## config.mk

```make
export PLATFORM = sky130hd
export DESIGN_NAME = inode_block_map_walker_flat
export DESIGN_NICKNAME = d
export VERILOG_FILES = /design/src/ibmw_pkg.sv /design/src/ibmw_if.sv /design/src/ibmw_in_reg.sv /design/src/ibmw_ptr_table.sv /design/src/ibmw_walk.sv /design/src/inode_block_map_walker.sv /design/src/flat_wrapper.sv
export SDC_FILE = /design/constraint.sdc
export NUM_CORES = 2
export LEC_CHECK = 0
export BUFFER_PORTS_ARGS = -buffer_cell sky130_fd_sc_hd__buf_2
export CAP_MARGIN = 20
export CELL_PAD_IN_SITES_DETAIL_PLACEMENT = 1
export CELL_PAD_IN_SITES_GLOBAL_PLACEMENT = 2
export CORE_MARGIN = 3
export CORE_UTILIZATION = 42
export CTS_CLUSTER_DIAMETER = 150
export CTS_CLUSTER_SIZE = 40
export DETAILED_ROUTE_END_ITERATION = 7
export GPL_ROUTABILITY_DRIVEN = 1
export PLACE_DENSITY_LB_ADDON = 0.3
export SLEW_MARGIN = 20
export SYNTH_ARGS = -nofsm -noshare
export SYNTH_HDL_FRONTEND = slang
export SYNTH_HIERARCHICAL = 1
export SYNTH_SLANG_ARGS = --single-unit
```

## constraint.sdc

```tcl
create_clock -name clk -period 14 [get_ports clk]
set_input_delay 1.4 -clock clk [delete_from_list [all_inputs] [get_ports clk]]
set_output_delay 1.4 -clock clk [all_outputs]
set_load 0.01 [all_outputs]
```

## src/ibmw_pkg.sv

```systemverilog
// ----------------------------------------------------------------------------
// ibmw_pkg
// Shared widths, codes and item types of the inode block map walker.
// ----------------------------------------------------------------------------
package ibmw_pkg;

  localparam int DIRECT_POINTERS_DEF = 12;
  localparam int INDIRECT_ROOTS      = 3;

  localparam int CMD_W    = 2;
  localparam int SLOT_W   = 4;
  localparam int WORD_W   = 32;
  localparam int ADDR_W   = 48;
  localparam int STATUS_W = 2;
  localparam int LEN_W    = 17;
  localparam int LOG_W    = 3;
  localparam int LEVEL_W  = 2;
  localparam int REG_IDX_W = 1;

  localparam int BASE_LOG      = 10;
  localparam int MAX_SIZE_LOG  = 6;
  localparam int PTR_BYTES_LOG = 2;
  localparam int SHIFT_W       = 5;
  localparam int WORD_IDX_W    = BASE_LOG + MAX_SIZE_LOG - PTR_BYTES_LOG;
  localparam int CAP_W         = 3 * WORD_IDX_W + 2;

  localparam logic [REG_IDX_W-1:0] REG_BLOCK_SIZE_LOG = 1'b0;
  localparam logic [REG_IDX_W-1:0] REG_FILE_SIZE      = 1'b1;

  localparam logic [CMD_W-1:0] CMD_LOAD   = 2'd0;
  localparam logic [CMD_W-1:0] CMD_LOOKUP = 2'd1;
  localparam logic [CMD_W-1:0] CMD_REPLY  = 2'd2;

  localparam logic [STATUS_W-1:0] ST_MAPPED = 2'd0;
  localparam logic [STATUS_W-1:0] ST_HOLE   = 2'd1;
  localparam logic [STATUS_W-1:0] ST_EOF    = 2'd2;
  localparam logic [STATUS_W-1:0] ST_RANGE  = 2'd3;

  localparam logic KIND_REQUEST = 1'b0;
  localparam logic KIND_ANSWER  = 1'b1;

  localparam logic [LEVEL_W-1:0] LEVEL_IDLE = 2'd0;
  localparam logic [LEVEL_W-1:0] LEVEL_ONE  = 2'd1;
  localparam logic [LEVEL_W-1:0] LEVEL_TWO  = 2'd2;
  localparam logic [LEVEL_W-1:0] LEVEL_THREE = 2'd3;

  typedef struct packed {
    logic [CMD_W-1:0]  cmd;
    logic [SLOT_W-1:0] slot;
    logic [WORD_W-1:0] value;
    logic [WORD_W-1:0] block_index;
  } item_t;

  typedef struct packed {
    logic                kind;
    logic [ADDR_W-1:0]   read_address;
    logic [STATUS_W-1:0] status;
    logic [WORD_W-1:0]   physical_block;
    logic [LEN_W-1:0]    read_length;
  } result_t;

endpackage

```

## src/ibmw_if.sv

```systemverilog
// ----------------------------------------------------------------------------
// ibmw_if
// Valid/ready channels for input items and result items.
// ----------------------------------------------------------------------------
interface ibmw_in_if;
  import ibmw_pkg::*;

  logic              valid;
  logic              ready;
  logic [CMD_W-1:0]  cmd;
  logic [SLOT_W-1:0] slot;
  logic [WORD_W-1:0] value;
  logic [WORD_W-1:0] block_index;

  modport source(output valid, cmd, slot, value, block_index, input ready);
  modport sink(input valid, cmd, slot, value, block_index, output ready);
endinterface

interface ibmw_out_if;
  import ibmw_pkg::*;

  logic                valid;
  logic                ready;
  logic                kind;
  logic [ADDR_W-1:0]   read_address;
  logic [STATUS_W-1:0] status;
  logic [WORD_W-1:0]   physical_block;
  logic [LEN_W-1:0]    read_length;

  modport source(output valid, kind, read_address, status, physical_block, read_length,
                 input ready);
  modport sink(input valid, kind, read_address, status, physical_block, read_length,
               output ready);
endinterface

```

## src/ibmw_in_reg.sv

```systemverilog
// ----------------------------------------------------------------------------
// ibmw_in_reg
// Input register: holds one transaction until the walk stage takes it.
// ----------------------------------------------------------------------------
module ibmw_in_reg (
  input  logic            clk,
  input  logic            rst,
  ibmw_in_if.sink         item,
  input  logic            take,
  output logic            valid,
  output ibmw_pkg::item_t data
);
  import ibmw_pkg::*;

  logic accept;

  assign item.ready = !valid || take;
  assign accept     = item.valid && item.ready;

  always_ff @(posedge clk) begin
    if (rst) begin
      valid <= 1'b0;
    end else if (accept) begin
      valid <= 1'b1;
    end else if (take) begin
      valid <= 1'b0;
    end
  end

  always_ff @(posedge clk) begin
    if (accept) begin
      data.cmd         <= item.cmd;
      data.slot        <= item.slot;
      data.value       <= item.value;
      data.block_index <= item.block_index;
    end
  end

endmodule

```

## src/ibmw_ptr_table.sv

```systemverilog
// ----------------------------------------------------------------------------
// ibmw_ptr_table
// Inode pointer table: direct pointers then single, double, triple roots.
// ----------------------------------------------------------------------------
module ibmw_ptr_table #(
  parameter int DEPTH = ibmw_pkg::DIRECT_POINTERS_DEF + ibmw_pkg::INDIRECT_ROOTS,
  parameter int AW    = $clog2(DEPTH)
) (
  input  logic                        clk,
  input  logic                        rst,
  input  logic                        wr_en,
  input  logic [AW-1:0]               wr_addr,
  input  logic [ibmw_pkg::WORD_W-1:0] wr_data,
  input  logic [AW-1:0]               rd_addr,
  output logic [ibmw_pkg::WORD_W-1:0] rd_data
);
  import ibmw_pkg::*;

  logic [WORD_W-1:0] ptrs [DEPTH];

  always_ff @(posedge clk) begin
    if (rst) begin
      for (int i = 0; i < DEPTH; i++) begin
        ptrs[i] <= '0;
      end
    end else if (wr_en) begin
      ptrs[wr_addr] <= wr_data;
    end
  end

  assign rd_data = (32'(rd_addr) < 32'(DEPTH)) ? ptrs[rd_addr] : '0;

endmodule

```

## src/ibmw_walk.sv

```systemverilog
// ----------------------------------------------------------------------------
// ibmw_walk
// Lookup and indirect walk logic, walk state and the result register.
// ----------------------------------------------------------------------------
module ibmw_walk #(
  parameter int DIRECT_POINTERS = ibmw_pkg::DIRECT_POINTERS_DEF,
  parameter int DEPTH           = DIRECT_POINTERS + ibmw_pkg::INDIRECT_ROOTS,
  parameter int AW              = $clog2(DEPTH)
) (
  input  logic                        clk,
  input  logic                        rst,
  input  logic                        item_valid,
  input  ibmw_pkg::item_t             item,
  output logic                        take,
  input  logic [ibmw_pkg::LOG_W-1:0]  block_size_log,
  input  logic [ibmw_pkg::WORD_W-1:0] file_size,
  output logic                        tbl_wr_en,
  output logic [AW-1:0]               tbl_wr_addr,
  output logic [AW-1:0]               tbl_rd_addr,
  input  logic [ibmw_pkg::WORD_W-1:0] tbl_rd_data,
  output logic                        out_valid,
  input  logic                        out_ready,
  output ibmw_pkg::result_t           out_data
);
  import ibmw_pkg::*;

  logic [LEVEL_W-1:0] walk_level, walk_level_next;
  logic [WORD_W-1:0]  remaining_offset, remaining_offset_next;
  logic [LEN_W-1:0]   pending_length, pending_length_next;

  logic [LOG_W-1:0]   size_log;
  logic [SHIFT_W-1:0] blk_shift;
  logic [3:0]         words_log;
  logic [4:0]         words_log2;
  logic [5:0]         words_log3;
  logic [LEN_W-1:0]   block_bytes;
  logic [ADDR_W-1:0]  start;
  logic               eof;
  logic [WORD_W-1:0]  rest;
  logic [LEN_W-1:0]   pend;
  logic               direct;
  logic [WORD_W-1:0]  off;
  logic [CAP_W-1:0]   lim1, lim2, lim3;
  logic [CAP_W-1:0]   off_wide;
  logic [LEVEL_W-1:0] lvl;
  logic [WORD_W-1:0]  off_lvl;
  logic               over_range;

  logic [WORD_W-1:0]     req_ptr;
  logic [LEVEL_W-1:0]    req_lvl;
  logic [WORD_W-1:0]     req_off;
  logic [SHIFT_W-1:0]    req_shift;
  logic [WORD_IDX_W-1:0] req_word;
  logic [WORD_W-1:0]     req_rem;
  logic [ADDR_W-1:0]     req_addr;

  logic    has_result;
  result_t res;

  assign take = item_valid && (!out_valid || out_ready);

  // block geometry
  assign size_log    = (block_size_log > LOG_W'(MAX_SIZE_LOG)) ? LOG_W'(MAX_SIZE_LOG)
                                                                : block_size_log;
  assign blk_shift   = SHIFT_W'(BASE_LOG) + SHIFT_W'(size_log);
  assign words_log   = 4'(BASE_LOG - PTR_BYTES_LOG) + 4'(size_log);
  assign words_log2  = {words_log, 1'b0};
  assign words_log3  = 6'(words_log) + 6'(words_log2);
  assign block_bytes = LEN_W'(1) << blk_shift;

  // end of file and reported length
  assign start = ADDR_W'(item.block_index) << blk_shift;
  assign eof   = start >= ADDR_W'(file_size);
  assign rest  = file_size - start[WORD_W-1:0];
  assign pend  = (rest < WORD_W'(block_bytes)) ? rest[LEN_W-1:0] : block_bytes;

  // indirect level
  assign direct   = item.block_index < WORD_W'(DIRECT_POINTERS);
  assign off      = item.block_index - WORD_W'(DIRECT_POINTERS);
  assign off_wide = CAP_W'(off);
  assign lim1     = CAP_W'(1) << words_log;
  assign lim2     = lim1 + (CAP_W'(1) << words_log2);
  assign lim3     = lim2 + (CAP_W'(1) << words_log3);

  always_comb begin
    over_range = 1'b0;
    lvl        = LEVEL_ONE;
    off_lvl    = off;
    if (off_wide < lim1) begin
      lvl     = LEVEL_ONE;
      off_lvl = off;
    end else if (off_wide < lim2) begin
      lvl     = LEVEL_TWO;
      off_lvl = off - lim1[WORD_W-1:0];
    end else if (off_wide < lim3) begin
      lvl     = LEVEL_THREE;
      off_lvl = off - lim2[WORD_W-1:0];
    end else begin
      over_range = 1'b1;
    end
  end

  assign tbl_rd_addr = direct ? AW'(item.block_index)
                              : AW'(DIRECT_POINTERS - 1) + AW'(lvl);
  assign tbl_wr_addr = AW'(item.slot);
  assign tbl_wr_en   = take && (item.cmd == CMD_LOAD)
                       && (32'(item.slot) < 32'(DEPTH));

  // pointer word request
  assign req_ptr = (item.cmd == CMD_REPLY) ? item.value : tbl_rd_data;
  assign req_lvl = (item.cmd == CMD_REPLY) ? walk_level - LEVEL_ONE : lvl;
  assign req_off = (item.cmd == CMD_REPLY) ? remaining_offset : off_lvl;

  always_comb begin
    case (req_lvl)
      LEVEL_TWO:   req_shift = SHIFT_W'(words_log);
      LEVEL_THREE: req_shift = words_log2;
      default:     req_shift = '0;
    endcase
  end

  assign req_word = WORD_IDX_W'(req_off >> req_shift);
  assign req_rem  = req_off & ((WORD_W'(1) << req_shift) - WORD_W'(1));
  assign req_addr = (ADDR_W'(req_ptr) << blk_shift)
                    | ADDR_W'({req_word, {PTR_BYTES_LOG{1'b0}}});

  always_comb begin
    has_result            = 1'b0;
    res                   = '0;
    walk_level_next       = walk_level;
    remaining_offset_next = remaining_offset;
    pending_length_next   = pending_length;
    case (item.cmd)
      CMD_LOOKUP: begin
        if (walk_level == LEVEL_IDLE) begin
          has_result = 1'b1;
          res.kind   = KIND_ANSWER;
          if (eof) begin
            res.status = ST_EOF;
          end else begin
            pending_length_next = pend;
            if (direct) begin
              if (tbl_rd_data == '0) begin
                res.status      = ST_HOLE;
                res.read_length = block_bytes;
              end else begin
                res.status         = ST_MAPPED;
                res.physical_block = tbl_rd_data;
                res.read_length    = pend;
              end
            end else if (over_range) begin
              res.status = ST_RANGE;
            end else if (tbl_rd_data == '0) begin
              res.status      = ST_HOLE;
              res.read_length = block_bytes;
            end else begin
              res.kind              = KIND_REQUEST;
              res.read_address      = req_addr;
              walk_level_next       = req_lvl;
              remaining_offset_next = req_rem;
            end
          end
        end
      end
      CMD_REPLY: begin
        if (walk_level != LEVEL_IDLE) begin
          has_result      = 1'b1;
          res.kind        = KIND_ANSWER;
          walk_level_next = LEVEL_IDLE;
          if (item.value == '0) begin
            res.status      = ST_HOLE;
            res.read_length = block_bytes;
          end else if (walk_level == LEVEL_ONE) begin
            res.status         = ST_MAPPED;
            res.physical_block = item.value;
            res.read_length    = pending_length;
          end else begin
            res.kind              = KIND_REQUEST;
            res.read_address      = req_addr;
            walk_level_next       = req_lvl;
            remaining_offset_next = req_rem;
          end
        end
      end
      default: begin
      end
    endcase
  end

  always_ff @(posedge clk) begin
    if (rst) begin
      walk_level       <= LEVEL_IDLE;
      remaining_offset <= '0;
      pending_length   <= '0;
    end else if (take) begin
      walk_level       <= walk_level_next;
      remaining_offset <= remaining_offset_next;
      pending_length   <= pending_length_next;
    end
  end

  always_ff @(posedge clk) begin
    if (rst) begin
      out_valid <= 1'b0;
    end else if (take && has_result) begin
      out_valid <= 1'b1;
    end else if (out_ready) begin
      out_valid <= 1'b0;
    end
  end

  always_ff @(posedge clk) begin
    if (take && has_result) begin
      out_data <= res;
    end
  end

endmodule

```

## src/inode_block_map_walker.sv

```systemverilog
// ----------------------------------------------------------------------------
// inode_block_map_walker
// Maps a logical file block onto a physical block through an inode's direct
// and indirect pointers, issuing one pointer-word read per indirect level.
// ----------------------------------------------------------------------------
// Each transaction passes through an input register and one stage of logic
// into a result register, so the block takes one transaction per clock while
// the result channel does not stall; each result is registered when the walk
// stage takes its transaction from the input register. The pointer table read,
// the end-of-file compare and the level search all sit in that one stage. A
// lookup that walks the indirect tree answers only after one read reply per
// level. Configuration must be written only while no transaction is in flight;
// it is not enforced. The pointer table clears at reset with no clearing pass.
module inode_block_map_walker #(
  parameter int DIRECT_POINTERS = ibmw_pkg::DIRECT_POINTERS_DEF
) (
  input  logic                        clk,
  input  logic                        rst,
  input  logic                        cfg_write,
  input  logic                        cfg_index,
  input  logic [ibmw_pkg::WORD_W-1:0] cfg_data,
  ibmw_in_if.sink                     item,
  ibmw_out_if.source                  result
);
  import ibmw_pkg::*;

  localparam int DEPTH = DIRECT_POINTERS + INDIRECT_ROOTS;
  localparam int AW    = $clog2(DEPTH);

  logic [LOG_W-1:0]  block_size_log;
  logic [WORD_W-1:0] file_size;

  logic              stage_valid;
  item_t             stage_item;
  logic              take;
  logic              tbl_wr_en;
  logic [AW-1:0]     tbl_wr_addr;
  logic [AW-1:0]     tbl_rd_addr;
  logic [WORD_W-1:0] tbl_rd_data;
  result_t           res;

  always_ff @(posedge clk) begin
    if (rst) begin
      block_size_log <= '0;
      file_size      <= '0;
    end else if (cfg_write) begin
      case (cfg_index)
        REG_BLOCK_SIZE_LOG: block_size_log <= cfg_data[LOG_W-1:0];
        REG_FILE_SIZE:      file_size      <= cfg_data;
        default: begin
        end
      endcase
    end
  end

  ibmw_in_reg u_in_reg (
    .clk   (clk),
    .rst   (rst),
    .item  (item),
    .take  (take),
    .valid (stage_valid),
    .data  (stage_item)
  );

  ibmw_ptr_table #(
    .DEPTH (DEPTH),
    .AW    (AW)
  ) u_ptr_table (
    .clk     (clk),
    .rst     (rst),
    .wr_en   (tbl_wr_en),
    .wr_addr (tbl_wr_addr),
    .wr_data (stage_item.value),
    .rd_addr (tbl_rd_addr),
    .rd_data (tbl_rd_data)
  );

  ibmw_walk #(
    .DIRECT_POINTERS (DIRECT_POINTERS),
    .DEPTH           (DEPTH),
    .AW              (AW)
  ) u_walk (
    .clk            (clk),
    .rst            (rst),
    .item_valid     (stage_valid),
    .item           (stage_item),
    .take           (take),
    .block_size_log (block_size_log),
    .file_size      (file_size),
    .tbl_wr_en      (tbl_wr_en),
    .tbl_wr_addr    (tbl_wr_addr),
    .tbl_rd_addr    (tbl_rd_addr),
    .tbl_rd_data    (tbl_rd_data),
    .out_valid      (result.valid),
    .out_ready      (result.ready),
    .out_data       (res)
  );

  assign result.kind           = res.kind;
  assign result.read_address   = res.read_address;
  assign result.status         = res.status;
  assign result.physical_block = res.physical_block;
  assign result.read_length    = res.read_length;

endmodule

```

## src/flat_wrapper.sv

```systemverilog
// flat-port wrapper written by rule: the top's interface ports become plain ports
module inode_block_map_walker_flat import ibmw_pkg::*;
#(
  parameter int DIRECT_POINTERS = ibmw_pkg::DIRECT_POINTERS_DEF
)
  (clk, rst, cfg_write, cfg_index, cfg_data, item_valid, item_cmd, item_slot, item_value, item_block_index, item_ready, result_valid, result_kind, result_read_address, result_status, result_physical_block, result_read_length, result_ready);
  ibmw_in_if item_i ();
  ibmw_out_if result_i ();
  input  logic clk;
  input  logic rst;
  input  logic cfg_write;
  input  logic cfg_index;
  input  logic [ibmw_pkg::WORD_W-1:0] cfg_data;
  input wire logic [$bits(item_i.valid)-1:0] item_valid;
  input wire logic [$bits(item_i.cmd)-1:0] item_cmd;
  input wire logic [$bits(item_i.slot)-1:0] item_slot;
  input wire logic [$bits(item_i.value)-1:0] item_value;
  input wire logic [$bits(item_i.block_index)-1:0] item_block_index;
  output wire logic [$bits(item_i.ready)-1:0] item_ready;
  output wire logic [$bits(result_i.valid)-1:0] result_valid;
  output wire logic [$bits(result_i.kind)-1:0] result_kind;
  output wire logic [$bits(result_i.read_address)-1:0] result_read_address;
  output wire logic [$bits(result_i.status)-1:0] result_status;
  output wire logic [$bits(result_i.physical_block)-1:0] result_physical_block;
  output wire logic [$bits(result_i.read_length)-1:0] result_read_length;
  input wire logic [$bits(result_i.ready)-1:0] result_ready;
  assign item_i.valid = item_valid;
  assign item_i.cmd = item_cmd;
  assign item_i.slot = item_slot;
  assign item_i.value = item_value;
  assign item_i.block_index = item_block_index;
  assign item_ready = item_i.ready;
  assign result_valid = result_i.valid;
  assign result_kind = result_i.kind;
  assign result_read_address = result_i.read_address;
  assign result_status = result_i.status;
  assign result_physical_block = result_i.physical_block;
  assign result_read_length = result_i.read_length;
  assign result_i.ready = result_ready;
  inode_block_map_walker #(.DIRECT_POINTERS(DIRECT_POINTERS)) u_core (.clk(clk), .rst(rst), .cfg_write(cfg_write), .cfg_index(cfg_index), .cfg_data(cfg_data), .item(item_i), .result(result_i));
endmodule
```

== Word level (Yosys, flattened, before mapping) ==
Memory sizes are Yosys's and may differ from the RTL's.
Cells that the tools add are included.

* Shift-type cells: 8
* Eq/ne operators: 13
* Reduce and logical (&&, ||, !) cells: 23
* Order comparisons: 9
* Bitwise gates (word level): 4
* Multiplexer cells: 74
* $add $sub $neg: 12

{| class="wikitable"
|+ Operator list
! operator !! count
|-
| $mux W32 || 18
|-
| $mux W49 || 8
|-
| $mux W100 || 2
|-
| $pmux W100 S2 || 1
|-
| $lt A32 B44 Y1 || 3
|-
| $mux W17 || 6
|-
| $shl A32 B5 Y48 || 2
|-
| $sub A32 B32 Y32 || 3
|-
| $add A44 B44 Y44 || 2
|-
| $logic_not A32 Y1 || 2
|-
| $pmux W32 S2 || 1
|-
| $ge A48 B32 Y1 || 1
|-
| $or A48 B16 Y48 || 1
|-
| $shl A1 B4 Y44 const A || 1
|-
| $shl A1 B5 Y44 const A || 1
|-
| $shl A1 B6 Y44 const A || 1
|-
| $and A32 B32 Y32 || 1
|-
| $lt A32 B17 Y1 || 1
|-
| $lt A32 B4 Y1 const B || 1
|-
| $reduce_or A32 Y1 || 1
|-
| $shl A1 B5 Y32 const A || 1
|-
| $shr A32 B5 Y14 || 1
|-
| $sub A32 B1 Y32 const B || 1
|-
| $sub A32 B4 Y32 const B || 1
|-
| other kinds (29) || 82
|}

* Word-level logic and storage cells: 160
* Output and inout bits: 102
* Bits in registers: 258
* Input bits: 108
* Memories: 1
* RAM bits: 480

{| class="wikitable"
|+ Memories
! name !! words !! width !! rd ports !! clocked after memory_dff !! wr ports !! line !! RTL
|-
| u_core.u_ptr_table.ptrs || 15 || 32 || 1 || 0 || 15 || ibmw_ptr_table.sv:19 || <nowiki>logic [WORD_W-1:0] ptrs [DEPTH];</nowiki>
|}

== Logic depth before layout (Yosys ltp) ==
* Depth in word-level cells: 23
* Mapped depth: 51
* Gate-level depth less buffers: 44

== Hierarchy ==
Netlist, hierarchy kept.

{| class="wikitable"
|+ Modules (own cells, without submodules)
! module !! area an instance (µm²) !! cells each !! seq. area each (µm²) !! instances
|-
| ibmw_ptr_table || 21807.2 || 1418 || 14413.8 || 1
|-
| ibmw_walk || 18255.0 || 2277 || 4043.9 || 1
|-
| ibmw_in_reg || 2157.1 || 75 || 2122.0 || 1
|-
| inode_block_map_walker || 1846.8 || 158 || 700.7 || 1
|}

== Worst setup path after synthesis ==
Ideal clock, no wire load.

* Kind: register to register
* From: reg u_core.block_size_log[1]
* To: reg u_core/u_walk/out_data[70] (netlist name), data pin
* Data required time: 13730 ps
* Buffers on the path: 10
* Arrival: 9504 ps
* Setup slack: 4226 ps
* Setup time: 270 ps
* Period minus slack after synthesis: 9774 ps
* Cell stages (with the launch flop): 49
* Cells stage by stage: dfxtp_1 clkbuf_1 clkbuf_1 inv_1 ha_1 clkbuf_1 inv_2 buf_1 ha_1 inv_1 nor2_1 ha_1 a21o_1 a21oi_1 nor2b_1 o21a_1 o21ai_0 nand2b_1 [13 not listed] o31ai_1 buf_2 buf_6 buf_4 mux4_2 a22oi_1 o31ai_1 nor4_1 nand4_1 nor2_1 inv_1 nand2_1 or3_1 o32a_1 buf_2 buf_1 buf_1 a21oi_1

{| class="wikitable"
|+ RTL lines
! item !! line !! RTL
|-
| start, declared || inode_block_map_walker.sv:30 || <nowiki>logic [LOG_W-1:0] block_size_log;</nowiki>
|-
| start signal, assigned || inode_block_map_walker.sv:48 || <nowiki>REG_BLOCK_SIZE_LOG: block_size_log <= cfg_data[LOG_W-1:0];</nowiki>
|-
| end signal, assigned || ibmw_walk.sv:214 || <nowiki>out_data <= res;</nowiki>
|-
| end, declared || ibmw_walk.sv:23 || <nowiki>output ibmw_pkg::result_t out_data</nowiki>
|}

==> metrics.md <==
| Metric | Value |
|---|---|
| Yosys top cell by area | `edfxtp_1` |
| Drt via density | `6.19` |
| RSZ-0062 raised after global routing | `no` |
| Slew @ Worst Pin | `approximately 1.1 ns` |
| Period minus WS final | `12.91 ns` |
| Clk Latency, worst-skew pair | `just under 0.7 ns` |
| RePlAce Congestion | `roughly 0.9` |
| Worst Setup End Kind | `flop` |
| Pwr Total | `4.58 mW` |
| FFs w/ async S/R, synth | `0%` |
| Hold Buf Count CTS | `0` |
| Ys Warns | `6` |
| Final setup fails | `0` |
| Post-CTS setup buffer count | `0` |
| Detailed Route Iter0 Violations | `3364` |
| Status | `finished, final reports clean` |
| Sequential element share of the synthesized area | `roughly half` |
| Layout area overhead | `7.10%` |
| Dpl cell area | `between 40000 and 50000 um^2` |
| Layout cells sized above 1 | `approximately 16%` |
| Area share of the largest cell type after synthesis | `~44%` |
| Final worst path period share | `between 90% and 100%` |
| Worst path slowest cell | `buf_4` |
| Syn Inst Count | `around 4000` |
| Post-layout instance area | `approximately 47000 um^2` |
| Synthesized area per cell | `about 11 um^2` |
| Routed Antenna Nets | `0` |
| Site Rows | `118` |
| Global-route wire length before repair | `between 200 and 250 mm` |
| Final #Nets | `about 4200` |
| PostCTS Resize Cnt | `0` |
| Die Height | `330 um` |
| CTS tree | `done` |
| Max-cap violations | `0` |
| Antenna violations before repair | `9` |
| Cell area after synthesis | `approximately 44000 um^2` |
| Drt first pass iters | `5` |
| Clock skew | `0.0380 ns` |
| CTS buffer count | `24` |
| Die X-Extent | `~330 um` |
| H-tree depth | `1` |
| Max-slew headroom | `29.9%` |
| Startpoint Class | `flop` |
| Synth Flop Type | `edfxtp_1` |
| Wire per inst | `between 20 and 30 um` |
| I/O Buffers | `209` |
| Clk slew on worst S/H paths | `0.15 ns` |
| Setup total negative slack | `0 ns` |
| Initial Utilization | `between 40 and 50%` |
| Number of primary I/O pins | `210` |
| Pleak | `17.8 nW` |
| Slew Viols, Final | `0` |
| Largest net degree at the start of global routing | `84` |
| R2R Setup Slk | `approximately 1.1 ns` |
| CP arrival | `around 13 ns` |
| Worst path required time | `between 10 and 15 ns` |
| Total clock sinks | `738` |
| Vias in the first global route | `between 30000 and 40000` |
| Post-synth EDFFs | `between 600 and 700` |
| Register bit count reported by yosys | `approximately 740` |
| Core box area | `between 100000 and 150000 um^2` |
| Clock buffer depth | `3` |
| DP Wirelength | `roughly 110 mm` |
| Root buf cell | `clkbuf_16` |
| GRT overflow | `0` |
| Full die area | `between 100000 and 150000 um^2` |
| Via count | `33211` |
| FMAX | `a little under 80 MHz` |
| Hold crit path type | `reg2reg` |
| Synth area leaders | `edfxtp_1, and2_1, mux4_2, mux2i_1, dfxtp_1` |
| PD cells | `around 100 nW/um^2` |
| DRC errors left | `0` |
| All-layer global routing usage | `roughly 28%` |
| Maximum net fanout on the critical path | `43` |
| Drt total wl | `157 mm` |
| Max IR drop VDD | `0.143 mV` |
| Worst stage delay on the critical path | `roughly 0.72 ns` |
| Yosys cell types | `105` |
| Final hold violations | `0` |
| Setup CP Type | `reg2reg` |
-- worst paths after layout --
check / start / end / cells past startpoint
worst max-delay path: u_core/block_size_log[1]$_SDFFE_PP0P_ / u_core/u_walk/out_data[60]$_DFFE_PP_ / 46
worst min-delay path: u_core/u_walk/remaining_offset[22]$_SDFFE_PP0P_ / u_core/u_walk/remaining_offset[22]$_SDFFE_PP0P_ / 2
worst max register to register: u_core/block_size_log[1]$_SDFFE_PP0P_ / u_core/u_walk/out_data[60]$_DFFE_PP_ / 46
worst min register to register: u_core/u_walk/remaining_offset[22]$_SDFFE_PP0P_ / u_core/u_walk/remaining_offset[22]$_SDFFE_PP0P_ / 2
-- routing by layer --
layer / global-route usage (%) / vias to the layer above / part of all wire (%)
met4: 7.14 / 2 / 2.9
met3: 3.87 / 198 / 7.0
li1: - / 14585 / -
met5: 0 / - / 0.0083
met1: 39.3 / 17099 / 43
met2: 46.8 / 1327 / 47
-- report_power, final --
group | internal (mW) | leakage [nW] | switching [mW] | total, mW
Clock | 0.337 | 0.362 | 0.709 | 1.05
Sequential | 2.47 | 7.26 | 0.0698 | 2.54
Combinational | 0.356 | 10.2 | 0.645 | 1.00
-- Yosys cell counts, drive strengths merged (18+ instances only) --
library cell / count
edfxtp: 650
and2: 492
nor2: 285
mux2i: 219
nand2: 208
clkbuf: 205
a21oi: 197
inv: 172
ha: 140
mux4: 131
nand3: 97
a22oi: 91
buf: 91
o21ai: 90
dfxtp: 88
nor3: 77
o31ai: 54
nor4: 42
xnor2: 39
o221a: 34
nand2b: 30
a21bo: 29
or2: 28
xor2: 28
a211oi: 26
a21o: 26
o211ai: 24
and3: 21
nand4: 20
or3: 20
a32oi: 19
a31oi: 18
-- cell type report --
class | instances | area (um^2)
fillers | 11176 | 56600
flip-flops and latches | 738 | 21300
multi-input cells | 2736 | 20900
repair buffers | 301 | 1810
well taps | 1380 | 1730
inverters | 175 | 659
clock buffers | 26 | 608
clock inverters | 7 | 154
diodes | 6 | 15.0
-- critical path: cells and delay by family, from the launching register on --
family | cells | cell delay, ns
buf+inv | 6 | 1.90
simple gates | 16 | 3.30
fa+ha+maj | 5 | 1.85
compound gates | 18 | 4.60
flops | 1 | 0.34
mux | 1 | 0.59
-- stage by stage --
step | setup slack, ns | cells | hold slack, ns | util (%)
global route | 0.161 | 5363 | 0.510 | 45.5
detailed placement | 1.43 | 5330 | 0.461 | 44.7
finish | 1.09 | 5369 | 0.473 | 45.5
CTS | 1.33 | 5363 | 0.479 | 45.5
global placement | 1.62 | 5326 | 0.454 | 44.6
floorplan | 4.23 | 3945 | 0.432 | -
-- state kept, by name, indices dropped and copies added (netlist names) --
name and cells:
u_core/u_walk/pending_length 17, u_core/u_walk/walk_level 2, u_core/file_size 32, u_core/block_size_log 3
u_core/u_walk/remaining_offset 32, u_core/u_walk/out_valid 1, u_core/u_in_reg/data 70, u_core/u_in_reg/valid 1
u_core/u_walk/out_data 100, u_core/u_ptr_table/ptrs 480
-- cells in the final DEF, fill, tap and decap left out, drive strengths merged, types with 91 or more instances in the layout --
cell	count
edfxtp	650
and2	492
nand2	208
inv	175
a22oi	91
ha	140
buf	301
nor2	285
nand3	97
mux4	131
a21oi	197
mux2i	219
-- kinds of logic (layout without fill, tap and decap cells) --
logic type / Yosys count / after routing / share of synthesized area [%]
simple gates: 1376 / 1376 / 16.9
compound gates: 769 / 769 / 12.7
flops: 738 / 738 / 48.3
buf+inv: 471 / 509 / 4.70
mux: 362 / 362 / 12.0
fa+ha+maj: 143 / 143 / 4.11
xor+xnor: 67 / 67 / 1.35
other cells: 2 / 25 / 0.0170
(Power assumes the default switching activity.)
